--- src/hdl/mpf_pkg.sv ---
`default_nettype none
package mpf_pkg;
    localparam int FREQ_W     = 16;
    localparam int RATE_W     = 24;
    localparam int PPT_W      = 8;
    localparam int CMD_W      = 2;
    localparam int CFG_DATA_W = 24;
    localparam int DIV_STEPS  = 24;
    localparam int DIV_CNT_W  = 5;
    localparam int BIT_IDX_W  = 4;

    localparam logic [FREQ_W-1:0] FREQ_MAX = 16'hFFFF;
    localparam logic [PPT_W-1:0]  PPT_RESET = 8'd6;
    localparam logic [RATE_W-1:0] RATE_RESET = 24'd250000;

    typedef enum logic [CMD_W-1:0] {
        CMD_EDGE  = 2'd0,
        CMD_SET   = 2'd1,
        CMD_QUERY = 2'd2
    } t_cmd;

    localparam logic CFG_IDX_PPT  = 1'b0;
    localparam logic CFG_IDX_RATE = 1'b1;

    typedef enum logic [2:0] {
        S_IDLE,
        S_DIV_GO,
        S_DIV_WAIT,
        S_WRITE,
        S_MED_GO,
        S_MED_WAIT,
        S_FIN
    } t_state;

    typedef struct packed {
        logic              start;
        logic [RATE_W-1:0] dividend;
        logic [FREQ_W-1:0] divisor;
    } t_div_req;
endpackage
`default_nettype wire

--- src/hdl/mpf_in_if.sv ---
`default_nettype none
interface mpf_in_if;
    logic        valid;
    logic        ready;
    logic [1:0]  command;
    logic [15:0] timer_count;
    logic        state_value;
    modport source (output valid, command, timer_count, state_value, input ready);
    modport sink   (input valid, command, timer_count, state_value, output ready);
endinterface
`default_nettype wire

--- src/hdl/mpf_out_if.sv ---
`default_nettype none
interface mpf_out_if;
    logic        valid;
    logic        ready;
    logic [15:0] recent_freq;
    logic [15:0] median_freq;
    modport source (output valid, recent_freq, median_freq, input ready);
    modport sink   (input valid, recent_freq, median_freq, output ready);
endinterface
`default_nettype wire

--- src/hdl/mpf_ram.sv ---
`default_nettype none
module mpf_ram #(
    parameter int WIDTH = 16,
    parameter int DEPTH = 32
) (
    input  wire logic                     i_clk,
    input  wire logic                     i_we,
    input  wire logic [$clog2(DEPTH)-1:0] i_waddr,
    input  wire logic [WIDTH-1:0]         i_wdata,
    input  wire logic [$clog2(DEPTH)-1:0] i_raddr,
    output logic      [WIDTH-1:0]         o_rdata
);
    logic [WIDTH-1:0] r_mem [DEPTH];

    always_ff @(posedge i_clk) begin
        if (i_we) begin
            r_mem[i_waddr] <= i_wdata;
        end
        o_rdata <= r_mem[i_raddr];
    end
endmodule
`default_nettype wire

--- src/hdl/mpf_div.sv ---
`default_nettype none
module mpf_div
    import mpf_pkg::*;
(
    input  wire logic              i_clk,
    input  wire logic              i_rst_n,
    input  wire t_div_req          i_req,
    output logic                   o_done,
    output logic [FREQ_W-1:0]      o_quot
);
    logic                 r_busy;
    logic                 r_done;
    logic [DIV_CNT_W-1:0] r_cnt;
    logic [FREQ_W-1:0]    r_rem;
    logic [RATE_W-1:0]    r_quo;
    logic [FREQ_W-1:0]    r_dvs;
    logic [FREQ_W:0]      shifted;
    logic                 fits;

    // One restoring step per cycle: shift in the next dividend bit, subtract if it fits.
    assign shifted = {r_rem, r_quo[RATE_W-1]};
    assign fits    = shifted >= {1'b0, r_dvs};

    always_ff @(posedge i_clk) begin
        if (!i_rst_n) begin
            r_busy <= 1'b0;
            r_done <= 1'b0;
            r_cnt  <= '0;
        end else begin
            r_done <= 1'b0;
            if (i_req.start) begin
                r_busy <= 1'b1;
                r_cnt  <= '0;
                r_rem  <= '0;
                r_quo  <= i_req.dividend;
                r_dvs  <= i_req.divisor;
            end else if (r_busy) begin
                r_rem <= fits ? FREQ_W'(shifted - {1'b0, r_dvs}) : shifted[FREQ_W-1:0];
                r_quo <= {r_quo[RATE_W-2:0], fits};
                if (r_cnt == DIV_CNT_W'(DIV_STEPS - 1)) begin
                    r_busy <= 1'b0;
                    r_done <= 1'b1;
                end else begin
                    r_cnt <= r_cnt + 1'b1;
                end
            end
        end
    end

    assign o_done = r_done;

    always_comb begin
        if (r_dvs == '0 || r_quo[RATE_W-1:FREQ_W] != '0) begin
            o_quot = FREQ_MAX;
        end else begin
            o_quot = r_quo[FREQ_W-1:0];
        end
    end
endmodule
`default_nettype wire

--- src/hdl/mpf_sel.sv ---
`default_nettype none
module mpf_sel
    import mpf_pkg::*;
#(
    parameter int WINDOW = 32
) (
    input  wire logic                      i_clk,
    input  wire logic                      i_rst_n,
    input  wire logic                      i_start,
    output logic [$clog2(WINDOW)-1:0]      o_raddr,
    input  wire logic [FREQ_W-1:0]         i_elem,
    output logic                           o_done,
    output logic [FREQ_W-1:0]              o_median
);
    localparam int AW = $clog2(WINDOW);
    localparam int CW = $clog2(WINDOW + 1);
    localparam logic [CW-1:0] KSEL = CW'(WINDOW / 2);

    logic                 r_busy;
    logic                 r_done;
    logic [CW-1:0]        r_p;
    logic [BIT_IDX_W-1:0] r_b;
    logic [CW-1:0]        r_cnt;
    logic [CW-1:0]        r_krem;
    logic [FREQ_W-1:0]    r_prefix;
    logic [FREQ_W-1:0]    mask;
    logic                 match;
    logic [CW-1:0]        sum;

    // Radix selection: each pass over the ring fixes one bit of the answer,
    // counting the entries that share the known upper bits and have a zero here.
    assign mask  = FREQ_MAX << r_b;
    assign match = (r_p != '0) && ((i_elem & mask) == r_prefix);
    assign sum   = r_cnt + CW'(match);

    always_ff @(posedge i_clk) begin
        if (!i_rst_n) begin
            r_busy <= 1'b0;
            r_done <= 1'b0;
        end else begin
            r_done <= 1'b0;
            if (i_start) begin
                r_busy   <= 1'b1;
                r_p      <= '0;
                r_b      <= '1;
                r_cnt    <= '0;
                r_krem   <= KSEL;
                r_prefix <= '0;
            end else if (r_busy) begin
                if (r_p == CW'(WINDOW)) begin
                    if (r_krem >= sum) begin
                        r_prefix <= r_prefix | (FREQ_W'(1) << r_b);
                        r_krem   <= r_krem - sum;
                    end
                    r_cnt <= '0;
                    r_p   <= '0;
                    if (r_b == '0) begin
                        r_busy <= 1'b0;
                        r_done <= 1'b1;
                    end else begin
                        r_b <= r_b - 1'b1;
                    end
                end else begin
                    r_p   <= r_p + 1'b1;
                    r_cnt <= sum;
                end
            end
        end
    end

    assign o_raddr  = r_p[AW-1:0];
    assign o_done   = r_done;
    assign o_median = r_prefix;
endmodule
`default_nettype wire

--- src/hdl/motor_pulse_frequency_median_core.sv ---
`default_nettype none
// Tachometer speed meter with a median filter over the last WINDOW readings.
// Requests arrive on i_in (command, timer_count, state_value); every request
// gives exactly one response on o_out (recent_freq, median_freq), zero for
// pulse edges and state changes. Configuration is written through i_cfg_we,
// i_cfg_idx (0 pulses per turn, 1 tick rate) and i_cfg_data; the user must
// write it only while idle, as the block does not enforce this. One request
// is worked at a time; i_in.ready is high only when idle. A pulse edge runs
// the 24-step shared restoring divider. A query while running runs the
// divider, then one pass over the ring memory per bit of the 16-bit median.
// The response sits in an output register; when the receiver stalls, the
// finished request waits in S_FIN until that register is free, and the next
// request is not taken before then. Synchronous reset restores the
// configuration defaults, marks the motor running and empties the ring; ring
// entries never written read as zero.
module motor_pulse_frequency_median_core
    import mpf_pkg::*;
#(
    parameter int WINDOW = 32
) (
    input  wire logic                  i_clk,
    input  wire logic                  i_rst_n,
    mpf_in_if.sink                     i_in,
    mpf_out_if.source                  o_out,
    input  wire logic                  i_cfg_we,
    input  wire logic                  i_cfg_idx,
    input  wire logic [CFG_DATA_W-1:0] i_cfg_data
);
    localparam int AW = $clog2(WINDOW);

    t_state r_state, n_state;

    logic [PPT_W-1:0]  r_ppt;
    logic [RATE_W-1:0] r_rate;
    logic [PPT_W-1:0]  r_pulse;
    logic [FREQ_W-1:0] r_ticks;
    logic              r_run;
    logic [WINDOW-1:0] r_valid;
    logic [AW-1:0]     r_idx;
    logic              r_vld_q;
    logic              r_is_query;
    logic [FREQ_W-1:0] r_freq;
    logic [FREQ_W-1:0] r_res_recent;
    logic [FREQ_W-1:0] r_res_median;
    logic              r_out_valid;
    logic [FREQ_W-1:0] r_out_recent;
    logic [FREQ_W-1:0] r_out_median;

    logic              accept;
    logic [PPT_W-1:0]  pulse_inc;
    t_div_req          div_req;
    logic              div_done;
    logic [FREQ_W-1:0] div_quot;
    logic              sel_start;
    logic              sel_done;
    logic [AW-1:0]     sel_raddr;
    logic [FREQ_W-1:0] sel_median;
    logic [FREQ_W-1:0] ram_rdata;
    logic [FREQ_W-1:0] elem;
    logic              ring_we;
    logic              out_free;

    assign accept    = i_in.valid && i_in.ready;
    assign pulse_inc = r_pulse + 1'b1;
    assign out_free  = !r_out_valid || o_out.ready;
    assign ring_we   = (r_state == S_WRITE);
    assign sel_start = (r_state == S_MED_GO);
    assign elem      = r_vld_q ? ram_rdata : '0;

    assign div_req.start    = (r_state == S_DIV_GO);
    assign div_req.dividend = r_rate;
    assign div_req.divisor  = r_ticks;

    mpf_div u_div (
        .i_clk   (i_clk),
        .i_rst_n (i_rst_n),
        .i_req   (div_req),
        .o_done  (div_done),
        .o_quot  (div_quot)
    );

    mpf_ram #(.WIDTH(FREQ_W), .DEPTH(WINDOW)) u_ring (
        .i_clk   (i_clk),
        .i_we    (ring_we),
        .i_waddr (r_idx),
        .i_wdata (r_freq),
        .i_raddr (sel_raddr),
        .o_rdata (ram_rdata)
    );

    mpf_sel #(.WINDOW(WINDOW)) u_sel (
        .i_clk    (i_clk),
        .i_rst_n  (i_rst_n),
        .i_start  (sel_start),
        .o_raddr  (sel_raddr),
        .i_elem   (elem),
        .o_done   (sel_done),
        .o_median (sel_median)
    );

    always_ff @(posedge i_clk) begin
        if (!i_rst_n) begin
            r_state <= S_IDLE;
        end else begin
            r_state <= n_state;
        end
    end

    always_comb begin
        n_state     = r_state;
        i_in.ready  = 1'b0;
        unique case (r_state)
            S_IDLE: begin
                i_in.ready = 1'b1;
                if (i_in.valid) begin
                    priority case (i_in.command)
                        CMD_EDGE:  n_state = S_DIV_GO;
                        CMD_QUERY: n_state = r_run ? S_DIV_GO : S_FIN;
                        default:   n_state = S_FIN;
                    endcase
                end
            end
            S_DIV_GO:   n_state = S_DIV_WAIT;
            S_DIV_WAIT: begin
                if (div_done) begin
                    n_state = r_is_query ? S_MED_GO : S_WRITE;
                end
            end
            S_WRITE:    n_state = S_FIN;
            S_MED_GO:   n_state = S_MED_WAIT;
            S_MED_WAIT: begin
                if (sel_done) begin
                    n_state = S_FIN;
                end
            end
            S_FIN: begin
                if (out_free) begin
                    n_state = S_IDLE;
                end
            end
            default:    n_state = S_IDLE;
        endcase
    end

    always_ff @(posedge i_clk) begin
        if (!i_rst_n) begin
            r_ppt       <= PPT_RESET;
            r_rate      <= RATE_RESET;
            r_pulse     <= '0;
            r_ticks     <= '0;
            r_run       <= 1'b1;
            r_valid     <= '0;
            r_idx       <= '0;
            r_out_valid <= 1'b0;
        end else begin
            if (i_cfg_we) begin
                if (i_cfg_idx == CFG_IDX_PPT) begin
                    r_ppt <= i_cfg_data[PPT_W-1:0];
                end else begin
                    r_rate <= i_cfg_data[RATE_W-1:0];
                end
            end

            if (accept) begin
                r_is_query   <= (i_in.command == CMD_QUERY);
                r_res_recent <= '0;
                r_res_median <= '0;
                if (i_in.command == CMD_EDGE) begin
                    if (pulse_inc == r_ppt) begin
                        r_ticks <= i_in.timer_count;
                        r_pulse <= '0;
                        r_run   <= 1'b1;
                    end else begin
                        r_pulse <= pulse_inc;
                    end
                end else if (i_in.command == CMD_SET) begin
                    r_run <= i_in.state_value;
                end
            end

            if (r_state == S_DIV_WAIT && div_done) begin
                r_freq <= r_run ? div_quot : '0;
            end

            if (ring_we) begin
                r_valid[r_idx] <= 1'b1;
                r_idx <= (r_idx == AW'(WINDOW - 1)) ? '0 : r_idx + 1'b1;
            end

            if (r_state == S_MED_WAIT && sel_done) begin
                r_res_recent <= r_freq;
                r_res_median <= sel_median;
            end

            if (r_state == S_FIN && out_free) begin
                r_out_valid  <= 1'b1;
                r_out_recent <= r_res_recent;
                r_out_median <= r_res_median;
            end else if (o_out.ready) begin
                r_out_valid <= 1'b0;
            end
        end
    end

    // The valid bit is registered alongside the memory read, so both refer to the same address.
    always_ff @(posedge i_clk) begin
        r_vld_q <= r_valid[sel_raddr];
    end

    assign o_out.valid       = r_out_valid;
    assign o_out.recent_freq = r_out_recent;
    assign o_out.median_freq = r_out_median;
endmodule
`default_nettype wire
--- src/flat_wrapper.sv ---
// flat-port wrapper written by rule: the top's interface ports become plain ports
module motor_pulse_frequency_median_core_flat import mpf_pkg::*;
#(
    parameter int WINDOW = 32
)
  (i_clk, i_rst_n, i_cfg_we, i_cfg_idx, i_cfg_data, i_in_valid, i_in_command, i_in_timer_count, i_in_state_value, i_in_ready, o_out_valid, o_out_recent_freq, o_out_median_freq, o_out_ready);
  mpf_in_if i_in_i ();
  mpf_out_if o_out_i ();
  input  wire logic i_clk;
  input  wire logic i_rst_n;
  input  wire logic i_cfg_we;
  input  wire logic i_cfg_idx;
  input  wire logic [CFG_DATA_W-1:0] i_cfg_data;
  input wire logic [$bits(i_in_i.valid)-1:0] i_in_valid;
  input wire logic [$bits(i_in_i.command)-1:0] i_in_command;
  input wire logic [$bits(i_in_i.timer_count)-1:0] i_in_timer_count;
  input wire logic [$bits(i_in_i.state_value)-1:0] i_in_state_value;
  output wire logic [$bits(i_in_i.ready)-1:0] i_in_ready;
  output wire logic [$bits(o_out_i.valid)-1:0] o_out_valid;
  output wire logic [$bits(o_out_i.recent_freq)-1:0] o_out_recent_freq;
  output wire logic [$bits(o_out_i.median_freq)-1:0] o_out_median_freq;
  input wire logic [$bits(o_out_i.ready)-1:0] o_out_ready;
  assign i_in_i.valid = i_in_valid;
  assign i_in_i.command = i_in_command;
  assign i_in_i.timer_count = i_in_timer_count;
  assign i_in_i.state_value = i_in_state_value;
  assign i_in_ready = i_in_i.ready;
  assign o_out_valid = o_out_i.valid;
  assign o_out_recent_freq = o_out_i.recent_freq;
  assign o_out_median_freq = o_out_i.median_freq;
  assign o_out_i.ready = o_out_ready;
  motor_pulse_frequency_median_core #(.WINDOW(WINDOW)) u_core (.i_clk(i_clk), .i_rst_n(i_rst_n), .i_in(i_in_i), .o_out(o_out_i), .i_cfg_we(i_cfg_we), .i_cfg_idx(i_cfg_idx), .i_cfg_data(i_cfg_data));
endmodule
--- config.mk ---
export PLATFORM = sky130hd
export DESIGN_NAME = motor_pulse_frequency_median_core_flat
export DESIGN_NICKNAME = d
export VERILOG_FILES = /design/src/hdl/mpf_pkg.sv /design/src/hdl/mpf_in_if.sv /design/src/hdl/mpf_out_if.sv /design/src/hdl/mpf_ram.sv /design/src/hdl/mpf_div.sv /design/src/hdl/mpf_sel.sv /design/src/hdl/motor_pulse_frequency_median_core.sv /design/src/flat_wrapper.sv
export SDC_FILE = /design/constraint.sdc
export NUM_CORES = 1
export LEC_CHECK = 0
export BUFFER_PORTS_ARGS = -buffer_cell sky130_fd_sc_hd__buf_4
export CAP_MARGIN = 25
export CORE_MARGIN = 2
export CORE_UTILIZATION = 45
export DETAILED_ROUTE_END_ITERATION = 8
export HOLD_SLACK_MARGIN = 0.05
export PLACE_DENSITY = 0.68
export SLEW_MARGIN = 20
export SYNTH_ARGS = -nofsm -noshare
export SYNTH_HDL_FRONTEND = slang
export SYNTH_HIERARCHICAL = 1
export SYNTH_SLANG_ARGS = --single-unit
--- constraint.sdc ---
create_clock -name i_clk -period 5.1 [get_ports i_clk]
set_input_delay 0.255 -clock i_clk [delete_from_list [all_inputs] [get_ports i_clk]]
set_output_delay 0.255 -clock i_clk [all_outputs]
set_load 0.05 [all_outputs]
# Word level (Yosys, flattened, before mapping)
# Memories as Yosys holds them, arrays and structs flattened. A register that Yosys moved wholly into a read port is not among the register bits.
# Cells that the tools add are included.
[word_totals] mem_count=1 ram_bits=512 reg_bits=283 elab_cells=167 out_inout_bits=34
[op_classes] n_addsub=8 n_reduce_logical=41 order_cmp=5 bitwise_logic=9 eq_ne=19 mux=53 shift=2
[memory_table] name="u_core.u_ring.r_mem" depth=32 word_bits=16 rd=1 rd_ports_with_merged_regs=1 wr=1 line_no="mpf_ram.sv:13" source="logic [WIDTH-1:0] r_mem [DEPTH];"
[op_table] cell="2-to-1 mux 16 bit" count=10
[op_table] cell="2-to-1 mux 24 bit" count=2
[op_table] cell="2-to-1 mux 6 bit" count=7
[op_table] cell="OR 32 bit" count=1
[op_table] cell="AND reduction 2 bit" count=11
[op_table] cell="one-hot mux 3 bit (7 select lines)" count=1
[op_table] cell="2-to-1 mux 1 bit" count=19
[op_table] cell="2-to-1 mux 3 bit" count=6
[op_table] cell="greater-or-equal comparator 17 x 16 -> 1 bit" count=1
[op_table] cell="AND 16 bit" count=1
[op_table] cell="== test 16 bit" count=1
[op_table] cell="logical NOT 16 bit" count=1
[op_table] cell="OR 16 bit" count=1
[op_table] cell="left shift 1 x 4 -> 16 bit, first input constant" count=1
[op_table] cell="left shift 16 x 4 -> 16 bit, first input constant" count=1
[op_table] cell="subtractor 16 bit" count=1
[op_table] cell="nonzero test 2 bit" count=7
[op_table] cell="< comparator 5 x 6 -> 1 bit, second input constant" count=2
[op_table] cell="2-to-1 mux 4 bit" count=3
[op_table] cell="AND reduction 4 bit" count=3
[op_table] cell="adder 5 x 1 -> 5 bit, second input constant" count=2
[op_table] cell="== test 5 bit, second input constant" count=2
[op_table] cell="== test 3 bit, second input constant" count=3
[op_table] cell="adder 8 x 1 -> 8 bit, second input constant" count=1
[op_table] cell="32 further kinds" count=49

# Depth between registers and ports, before layout
# Gate-level depths: netlist (run 1).
[depth] word_depth=9 depth_mapped=16

# Modules after synthesis
# The synthesis (run 1) kept the hierarchy.
[by_module_without_submodules] module="mpf_ram" seq_area_each_um2=15695.1 area_per_inst_um2=20534.7 instances=1 cells_each=1143
[by_module_without_submodules] module="motor_pulse_frequency_median_core" seq_area_each_um2=4414.2 area_per_inst_um2=7235.7 instances=1 cells_each=690
[by_module_without_submodules] module="mpf_div" seq_area_each_um2=1821.7 area_per_inst_um2=3557.2 instances=1 cells_each=301
[by_module_without_submodules] module="mpf_sel" seq_area_each_um2=1181.1 area_per_inst_um2=2499.9 instances=1 cells_each=241

# Worst setup path before layout (run 1)
# No wires, ideal clock.
[synth_path] path_kind="register -> register" from="reg u_core.u_sel.r_b[1]" to="reg u_core.u_sel.r_prefix[0], in the netlist u_core/u_sel/o_median[0] (enable)" t_arrival_ns=3.887 stages_incl_launch_ff=17 n_path_buf=0 path_slack_ns=0.865 t_required_ns=4.752 cell_sequence="edfxtp_1 inv_1 ha_1 nand3b_1 mux2i_1 nand4_1 or4_1 nor4_2 ha_1 and3_1 xnor2_1 ha_1 a21oi_1 nand2_1 a41oi_1 a21oi_1 o311a_1"
[synth_via] elab_chain_cells=8
[synth_rtl] item="start, declared" line_no="mpf_sel.sv:22" source="logic [BIT_IDX_W-1:0] r_b;"
[synth_rtl] item="start signal, assigned" line_no="mpf_sel.sv:61" source="r_b <= r_b - 1'b1;"
[synth_rtl] item="left shift 16 x 4 -> 16 bit" line_no="mpf_sel.sv:32" source="assign mask = FREQ_MAX << r_b;"
[synth_rtl] item="AND 16 bit" line_no="mpf_sel.sv:33" source="assign match = (r_p != '0) && ((i_elem & mask) == r_prefix);"
[synth_rtl] item="== test 16 bit" line_no="mpf_sel.sv:33"
[synth_rtl] item="logical AND 1 bit" line_no="mpf_sel.sv:33"
[synth_rtl] item="adder 6 x 1 -> 6 bit" line_no="mpf_sel.sv:34" source="assign sum = r_cnt + CW'(match);"
[synth_rtl] item="greater-or-equal comparator 6 bit" line_no="mpf_sel.sv:51" source="if (r_krem >= sum) begin"
[synth_rtl] item="nonzero test 2 bit (no source line)"
[synth_rtl] item="AND reduction 4 bit (no source line)"
[synth_rtl] item="end signal, assigned" line_no="mpf_sel.sv:52" source="r_prefix <= r_prefix | (FREQ_W'(1) << r_b);"
[synth_rtl] item="end, declared" line_no="mpf_sel.sv:25" source="logic [FREQ_W-1:0] r_prefix;"
# Every way passes these cells.
# A chain may end at the register's enable or synchronous reset.

# Worst setup path in the final report (run 1)
[layout_path] from="reg u_core.u_sel.r_b[1]" to="reg u_core.u_sel.r_prefix[15], in the netlist u_core/u_sel/o_median[15] (enable)"
# Same word-level chain as after synthesis.

==> results of run 1 <==
## routing by layer
| metal | up-vias | wire, um |
|---|---|---|
| met3 | 96 | 4189 |
| met5 | - | 0 |
| met1 | 9904 | 32510 |
| met4 | 0 | 2391 |
| met2 | 561 | 35140 |
| li1 | 9256 | - |
## synth_stat cells, types with 4 or more instances
master and count:
edfxtp_1 687, mux2i_1 274, nor2_1 172, nand2_1 137
a21oi_1 131, dfxtp_1 124, nand3_1 80, and2_1 74
a22oi_1 65, clkbuf_1 55, inv_1 53, ha_1 38
a22o_1 34, o21ai_0 34, nor3_1 32, buf_4 26
a31oi_1 25, mux2_2 24, xnor2_1 24, nand4_1 22
buf_2 21, or2_2 19, xor2_1 19, nand2b_1 17
nand3b_1 14, nor2b_1 13, buf_6 10, mux4_2 10
a21o_1 8, nor4_1 8, buf_8 7, a211oi_1 6
buf_1 6, o21a_1 6, and3_1 5, buf_12 5
nor3b_1 5, o22ai_1 5, o31ai_1 5, or3_1 4
## flip-flops by register name, summed over array words and instances (netlist names), 3 cells and up
register	flops
u_core/o_out.median_freq	16
u_core/o_out.recent_freq	16
u_core/r_freq	16
u_core/r_idx	5
u_core/r_ppt	8
u_core/r_pulse	8
u_core/r_rate	24
u_core/r_res_median	16
u_core/r_res_recent	16
u_core/r_state	3
u_core/r_ticks	16
u_core/r_valid	32
u_core/u_div/r_cnt	5
u_core/u_div/r_dvs	16
u_core/u_div/r_quo	24
u_core/u_div/r_rem	16
u_core/u_ring/o_rdata	16
u_core/u_ring/r_mem	512
u_core/u_sel/o_median	16
u_core/u_sel/r_b	4
u_core/u_sel/r_cnt	6
u_core/u_sel/r_krem	6
u_core/u_sel/r_p	6
## power breakdown
group          total [mW]  internal [mW]  leakage, nW  switching [mW]
registers            7.75           7.56         7.22           0.192
clock network        5.85           3.43         1.29            2.42
logic                2.91           1.13         5.14            1.78
## per-stage QoR
step / worst slack [ns] / instances / hold slack, ns / util (%)
floorplan: 0.8652 / 2375 / 0.3728 / -
global placement: 0.4222 / 3365 / 0.4027 / 47.55
detailed placement: 0.3765 / 3368 / 0.4052 / 47.63
CTS: 0.3347 / 3584 / 0.06185 / 52.04
global route: 0.05919 / 3585 / 0.1153 / 52.08
finish: 0.3823 / 3585 / 0.1319 / 52.08
## final timing paths
kind / cells after the start / end / start / slack [ns]
max: 17 / u_core/u_sel/o_median[15]$_SDFFCE_PP0P_ / u_core/u_sel/r_b[1]$_SDFFCE_PP1P_ / 0.38
min: 4 / u_core/r_run$_SDFFE_PN1P_ / i_in_state_value / 0.13
max reg2reg: 17 / u_core/u_sel/o_median[15]$_SDFFCE_PP0P_ / u_core/u_sel/r_b[1]$_SDFFCE_PP1P_ / 0.38
min reg2reg: 0 / u_core/o_out.recent_freq[11]$_DFFE_PP_ / u_core/r_res_recent[11]$_SDFFCE_PN0P_ / 0.42
## logic make-up (layout without fill, tap and decap cells)
| logic type | Yosys count | in the layout | synth area share [%] |
|---|---|---|---|
| DFF | 811 | 811 | 68.32 |
| AOI/OAI and AO/OA | 354 | 354 | 6.906 |
| adders and majority gates | 41 | 41 | 1.554 |
| and+or+nand+nor | 630 | 630 | 9.254 |
| xor gates and xnor gates | 45 | 45 | 1.243 |
| muxes | 309 | 309 | 9.606 |
| buffers and inverters | 185 | 426 | 3.114 |
## worst max-delay path: stages (launching register included)
cell	delay, ns
edfxtp_1	0.53
inv_1	0.14
ha_1	0.24
nand3b_1	0.18
mux2i_1	0.16
nand4_1	0.11
or4_1	0.56
nor4_2	0.40
ha_1	0.25
and3_1	0.22
xnor2_1	0.20
ha_1	0.31
a21oi_1	0.20
nand2_1	0.12
a41oi_1	0.19
a21oi_1	0.09
o311a_1	0.29
buf_4	0.24
## final cells by class
| type | count | share of cell area (%) |
|---|---|---|
| timing repair buffer | 220 | 4.853 |
| clock inverter | 32 | 0.6874 |
| sequential | 811 | 59.61 |
| multi-input combinational | 1379 | 25.08 |
| inverter | 55 | 0.5325 |
| tap | 969 | 3.127 |
| clock buffer | 119 | 6.112 |
## what timing repair did
item	CTS	global route
endpoints found under the setup margin	0	22
gates resized for setup	0	1
hold endpoints to repair	52	0
hold buffers	65	0
==> reports/results.md, run 1 <==
| Step | Metric | Reported |
| --- | --- | --- |
| drt | Routed via count divided by cell count | 5.528 |
| pwr | Static leakage power | 13.64 nW |
| synth | Yosys top cell area share | 60.99% |
| synth | Yosys cell types | 91 |
| timing | Final Hold Vio Count | 0 |
| drt | Residual antenna-violating net count after detailed routing | 0 |
| synth | Count of warnings emitted by yosys | 6 |
| critical path | Setup crit end kind | flip-flop |
| clock network | Clock latency reported for the late side of the worst-skew pair | 0.62 ns |
| floorplanning | Std-Cell Rows | 100 |
| status | Status | finished clean |
| drt | Routed length per instance | 20.71 um |
| synth | Async S/R FF share, synth | 0% |
| grt | Vias in the first global route | 19720 |
| final layout | Area of all sequential standard cells | 23110 um2 |
| drt | DR iter-0 viols | 1676 |
| critical path | Maximum net fanout on the critical path | 22 |
| job | Max Cap Violations | 0 |
| drt | Total detailed-routing wirelength | 74.24 mm |
| timing | Worst rel slew slack | 35.90% |
| floorplanning | Initial core utilization | 45.44% |
| synth | Dominant synthesized flop cell | edfxtp_1 |
| drt | DR vias | 19820 |
| final layout | Fraction of final layout cells sized beyond drive strength 1 | 14.18% |
| synth | Area of the mapped netlist | 33830 um2 |
| timing | Final min period | 4.718 ns |
| final layout | Post-layout net count | 2641 |
| floorplanning | Num ports | 83 |
| grt | Global-route wire length before repair | 114.6 mm |
| placement | Number of buffers inserted by port buffering | 82 |
| synth | Flops & latches, synth | 811 |
| timing | Max Clock Freq | 0.2120 GHz |
| floorplanning | Area of the core | 74450 um2 |
| clock network | TritonCTS Buffers | 85 |
| floorplanning | Total Die Area | 77380 um2 |
| drt | Number of iterations in the first detailed-routing pass | 6 |
| grt | Met1 usage | 26.26% |
| final layout | Relative area change from synthesis to final layout | 14.62% |
| final layout | Number of fillers in the final layout | 6035 |
| pwr | Total power divided by cell area | 426.0 nW/um2 |
| grt | Highest-utilization routing layer at the global route stage | met2 |
| pwr | Overall power after layout | 16.52 mW |
| timing | Post-route clock skew | 0.02464 ns |
| clock network | CTS Buffer Depth | 3 |
| timing | Tcrit/Tclk final | 92.50% |
| clock network | Count of H-tree levels built during CTS | 3 |
| hold path | Path category of the worst min-delay check | input port to flip-flop |
| grt | Maximum number of pins on one net before global-route repair | 120 |
| placement | Placed wire-length estimate | 45.70 mm |
| final layout | Commonest non-fill, non-tap cells in the layout | edfxtp_1, mux2i_1, nor2_1 |
| timing | Final setup fails | 0 |
| critical path | Type of origin of the critical path | flip-flop |
| pwr | Worst IR drop on VDD | 0.2762 mV |
| timing | Setup repair after global routing missed its margin | false |
| grt | Overall Global Routing Usage | 19.20% |
| final layout | Antenna Diode Count | 0 |
| timing | Max-slew violations | 0 |
| clock network | CTS sink count | 811 |
| clock network | TritonCTS clock tree | done |
| timing | Worst Max-Slew Pin Slew | 0.9605 ns |
| clock network | Post CTS Setup Buffer Count | 0 |
| critical path | Worst setup path category | flip-flop to flip-flop |
| grt | Antenna violations before repair | 0 |
| grt | Met2 global-route usage | 30.86% |
| final layout | Final Cell Area | 38770 um2 |
| timing | Final setup TNS | 0 ns |
| critical path | Data arrival at the endpoint of the critical path | 5.07 ns |
| synth | Syn avg cell area | 14.24 um2 |
| final layout | Most frequent standard cell in the layout excluding fill and tap cells | edfxtp_1 |
| synth | Leading area contributor after synthesis | edfxtp_1 |
| synth | Cell types with the largest area share after synthesis | edfxtp_1, mux2i_1, dfxtp_1, a21oi_1, nor2_1 |
| synth | Number of flops mapped to enable cells by yosys | 687 |
| grt | Leftover overflow at the end of global routing | 0 |
| clock network | Clock-pin slew on the worst setup and hold paths | 0.06 ns |
| placement | RD Place Congestion | 0.8254 |
| floorplanning | Die height | 278.2 um |
| synth | Net count after synthesis | 2464 |
| clock network | Root buffer cell | clkbuf_16 |
| grt | Met3 Track Usage GR | 3.081% |
| critical path | Critical path data required time | 5.45 ns |
| synth | Part of the Yosys area used for sequential elements | 68.32% |
| drt | DRC errors left | 0 |
| synth | Synthesized netlist cell count | 2375 |
| placement | Placed cell areas | 35460 um2 |
| floorplanning | Chip width | 278.2 um |
| final layout | Area of the multi-input gates | 9723 um2 |
Note: power is estimated with default switching activity, not from simulation.
==> run 2, diff against run 1 <==
- CORE_UTILIZATION: 45 -> 35
- PLACE_DENSITY: 0.68 -> 0.57
==> reports/results.md, run 2 (synthesis gave the netlist of run 1 again) <==
| Step | Metric | Reported | Change |
| --- | --- | --- | --- |
| status | Status | finished clean |  |
| pwr | Worst IR drop on VDD | 0.2648 mV | -4.1% |
| placement | Worst setup slack before clock tree synthesis | 0.1976 ns | -0.1790 ns |
| clock network | Clock-pin slew on the worst setup and hold paths | 0.06 ns | about the same |
| timing | Final setup TNS | 0 ns | unchanged |
| final layout | Fraction of final layout cells sized beyond drive strength 1 | 15.11% | +0.93 points |
| critical path | Worst reg2reg path depth | 17 | unchanged |
| final layout | Number of flip-flops in the largest register | 512 | unchanged |
| critical path | Type of origin of the critical path | flip-flop |  |
| job | Max Cap Violations | 0 | unchanged |
| timing | Final setup fails | 0 | unchanged |
| grt | Vias in the first global route | 19870 | +0.77% |
| timing | Hold slack | 0.09512 ns | -0.03674 ns |
| final layout | Area of the multi-input gates | 9738 um2 | +0.15% |
| grt | Antenna violations before repair | 0 | unchanged |
| final layout | Biggest registers after layout | u_core/u_ring/r_mem: 512 flops, u_core/r_valid: 32 flops |  |
| timing | Max-slew violations | 0 | unchanged |
| final layout | Most frequent standard cell in the layout excluding fill and tap cells | edfxtp_1 |  |
| floorplanning | Chip width | 314.9 um | +13% |
| drt | DR iter-0 viols | 1385 | -17% |
| critical path | Setup crit end kind | flip-flop |  |
| final layout | Final instance count without filler cells | 3897 | +8.7% |
| final layout | Register with the most flip-flops | u_core/u_ring/r_mem |  |
| placement | Placed Instances | 3673 | +9.1% |
| clock network | Root buffer cell | clkbuf_16 |  |
| pwr | Total power divided by cell area | 434.4 nW/um2 | +2.0% |
| critical path | Critical path data required time | 5.45 ns | about the same |
| final layout | Post-layout net count | 2635 | -0.23% |
| floorplanning | Num ports | 83 | unchanged |
| final layout | Area of all sequential standard cells | 23110 um2 | about the same |
| clock network | CTS sink count | 811 | unchanged |
| floorplanning | Std-Cell Rows | 114 | +14% |
| critical path | Data arrival at the endpoint of the critical path | 5.10 ns | +0.03 ns |
| timing | Setup repair after global routing missed its margin | false |  |
| drt | Total detailed-routing wirelength | 76.28 mm | +2.7% |
| floorplanning | Total Die Area | 99150 um2 | +28% |
| grt | Leftover overflow at the end of global routing | 0 | unchanged |
| grt | Overall Global Routing Usage | 15.25% | -4.0 points |
| hold path | Path category of the worst min-delay check | input port to flip-flop |  |
| drt | DRC errors left | 0 | unchanged |
| floorplanning | Initial core utilization | 35.13% | -10 points |
| final layout | Number of fillers in the final layout | 8796 | +46% |
| final layout | Relative area change from synthesis to final layout | 16.38% |  |
| drt | Residual antenna-violating net count after detailed routing | 0 | unchanged |
| clock network | TritonCTS clock tree | done |  |
| clock network | CTS Buffer Depth | 3 | unchanged |
| timing | Worst rel slew slack | 31.68% | -4.2 points |
| timing | Tcrit/Tclk final | 93.20% | +0.69 points |
| clock network | Count of H-tree levels built during CTS | 3 | unchanged |
| timing | Max Clock Freq | 0.2104 GHz | -0.74% |
| drt | Routed length per instance | 19.57 um | -5.5% |
| grt | Maximum number of pins on one net before global-route repair | 55 | -54% |
| final layout | Commonest non-fill, non-tap cells in the layout | edfxtp_1, mux2i_1, nor2_1 |  |
| clock network | Clock latency reported for the late side of the worst-skew pair | 0.64 ns | +0.02 ns |
| clock network | TritonCTS Buffers | 88 | +3.5% |
| hold path | Worst hold stages | 4 | unchanged |
| timing | Final setup slack of the worst path | 0.3470 ns | -0.03528 ns |
| grt | Global-route wire length before repair | 117.2 mm | +2.3% |
| placement | Number of buffers inserted by port buffering | 82 | unchanged |
| timing | Post-route clock skew | 0.03893 ns | +0.01429 ns |
| drt | Number of iterations in the first detailed-routing pass | 5 | -1 |
| pwr | Static leakage power | 13.77 nW | +0.97% |
| timing | Final min period | 4.753 ns | +0.03528 ns |
| drt | DR vias | 19650 | -0.83% |
| placement | RD Place Congestion | 0.8038 | -2.6% |
| critical path | Worst setup path category | flip-flop to flip-flop |  |
| timing | Worst Max-Slew Pin Slew | 1.024 ns | +0.06320 ns |
| placement | Placed wire-length estimate | 47.45 mm | +3.8% |
| timing | Final Hold Vio Count | 0 | unchanged |
| floorplanning | Die height | 314.9 um | +13% |
| drt | Routed via count divided by cell count | 5.043 | -8.8% |
| critical path | Maximum net fanout on the critical path | 21 | -4.5% |
| floorplanning | Area of the core | 96280 um2 | +29% |
-- run 2: changes by cell type in the layout (fill, tap and decap cells not counted), moves of 2 or more --
cell,change
inv_6,+3
buf_4,+2
clkinv_4,+2
clkbuf_8,+4
bufinv_16,+5
buf_16,-2
buf_8,-2
dlygate4sd3_1,-7
clkinv_2,+6
clkbuf_1,-10
clkinv_8,+3
-- run 2: critical path: stages (launching register included) --
cell,delay [ns]
edfxtp_1,0.46
inv_1,0.14
ha_2,0.29
nand3b_1,0.15
mux2i_1,0.19
nand4_1,0.11
or4_1,0.59
nor4_4,0.35
ha_1,0.26
and3_1,0.21
xnor2_1,0.19
ha_1,0.31
a21oi_1,0.26
nand2_1,0.14
a41oi_1,0.19
a21oi_1,0.10
o311a_1,0.32
buf_4,0.23
-- run 2: path summary, 6_finish.rpt --
path                                         startpoint  slack [ns]                                     end
setup / recovery      u_core/u_sel/r_b[0]$_SDFFCE_PP1P_        0.35  u_core/u_sel/o_median[9]$_SDFFCE_PP0P_
hold / removal                                 i_cfg_we         0.1            u_core/r_ppt[6]$_SDFFE_PN0P_
setup reg to reg      u_core/u_sel/r_b[0]$_SDFFCE_PP1P_        0.35  u_core/u_sel/o_median[9]$_SDFFCE_PP0P_
hold reg to reg   u_core/r_res_median[13]$_SDFFCE_PN0P_        0.42  u_core/o_out.median_freq[13]$_DFFE_PP_
-- run 2: per-stage QoR --
stage          utilization, %  power, mW  instance area, um2
2_1_floorplan               -      10.04               33830
3_3_place_gp            37.17      10.72               35790
3_5_place_dp            37.17      10.79               35790
4_1_cts                 40.86      17.28               39340
5_1_grt                 40.89      17.81               39370
6_report                40.89      17.10               39370
-- run 2: timing repair --
item                                    in CTS  in global routing
resized for setup                            0                  4
setup buffers                                0                  1
endpoints found under the setup margin       0                 22
endpoints found under the hold margin       52                  0
hold buffers                                58                  0
-- run 2: power breakdown --
part           switching, mW  total, mW  internal [mW]
Sequential             0.213       7.77           7.56
Clock                   2.61       6.43           3.82
Combinational           1.78       2.90           1.12
Total                   4.60       17.1           12.5
-- run 2: routing by layer --
layer	up-vias	GRT usage (%)	wire, um
li1	9257	-	-
met3	108	2.388	3587
met1	9798	21.44	35710
met2	489	24.55	35450
met4	0	4.091	1523
met5	-	0	0
-- run 2: layout make-up --
type,count,area share (%)
diodes,1,0.006356
repair buffers,211,4.424
clock buffers,113,6.115
flip-flops and latches,811,58.71
inverters,55,0.5244
well taps,1276,4.055
clock inverters,51,1.430
multi-input cells,1379,24.74
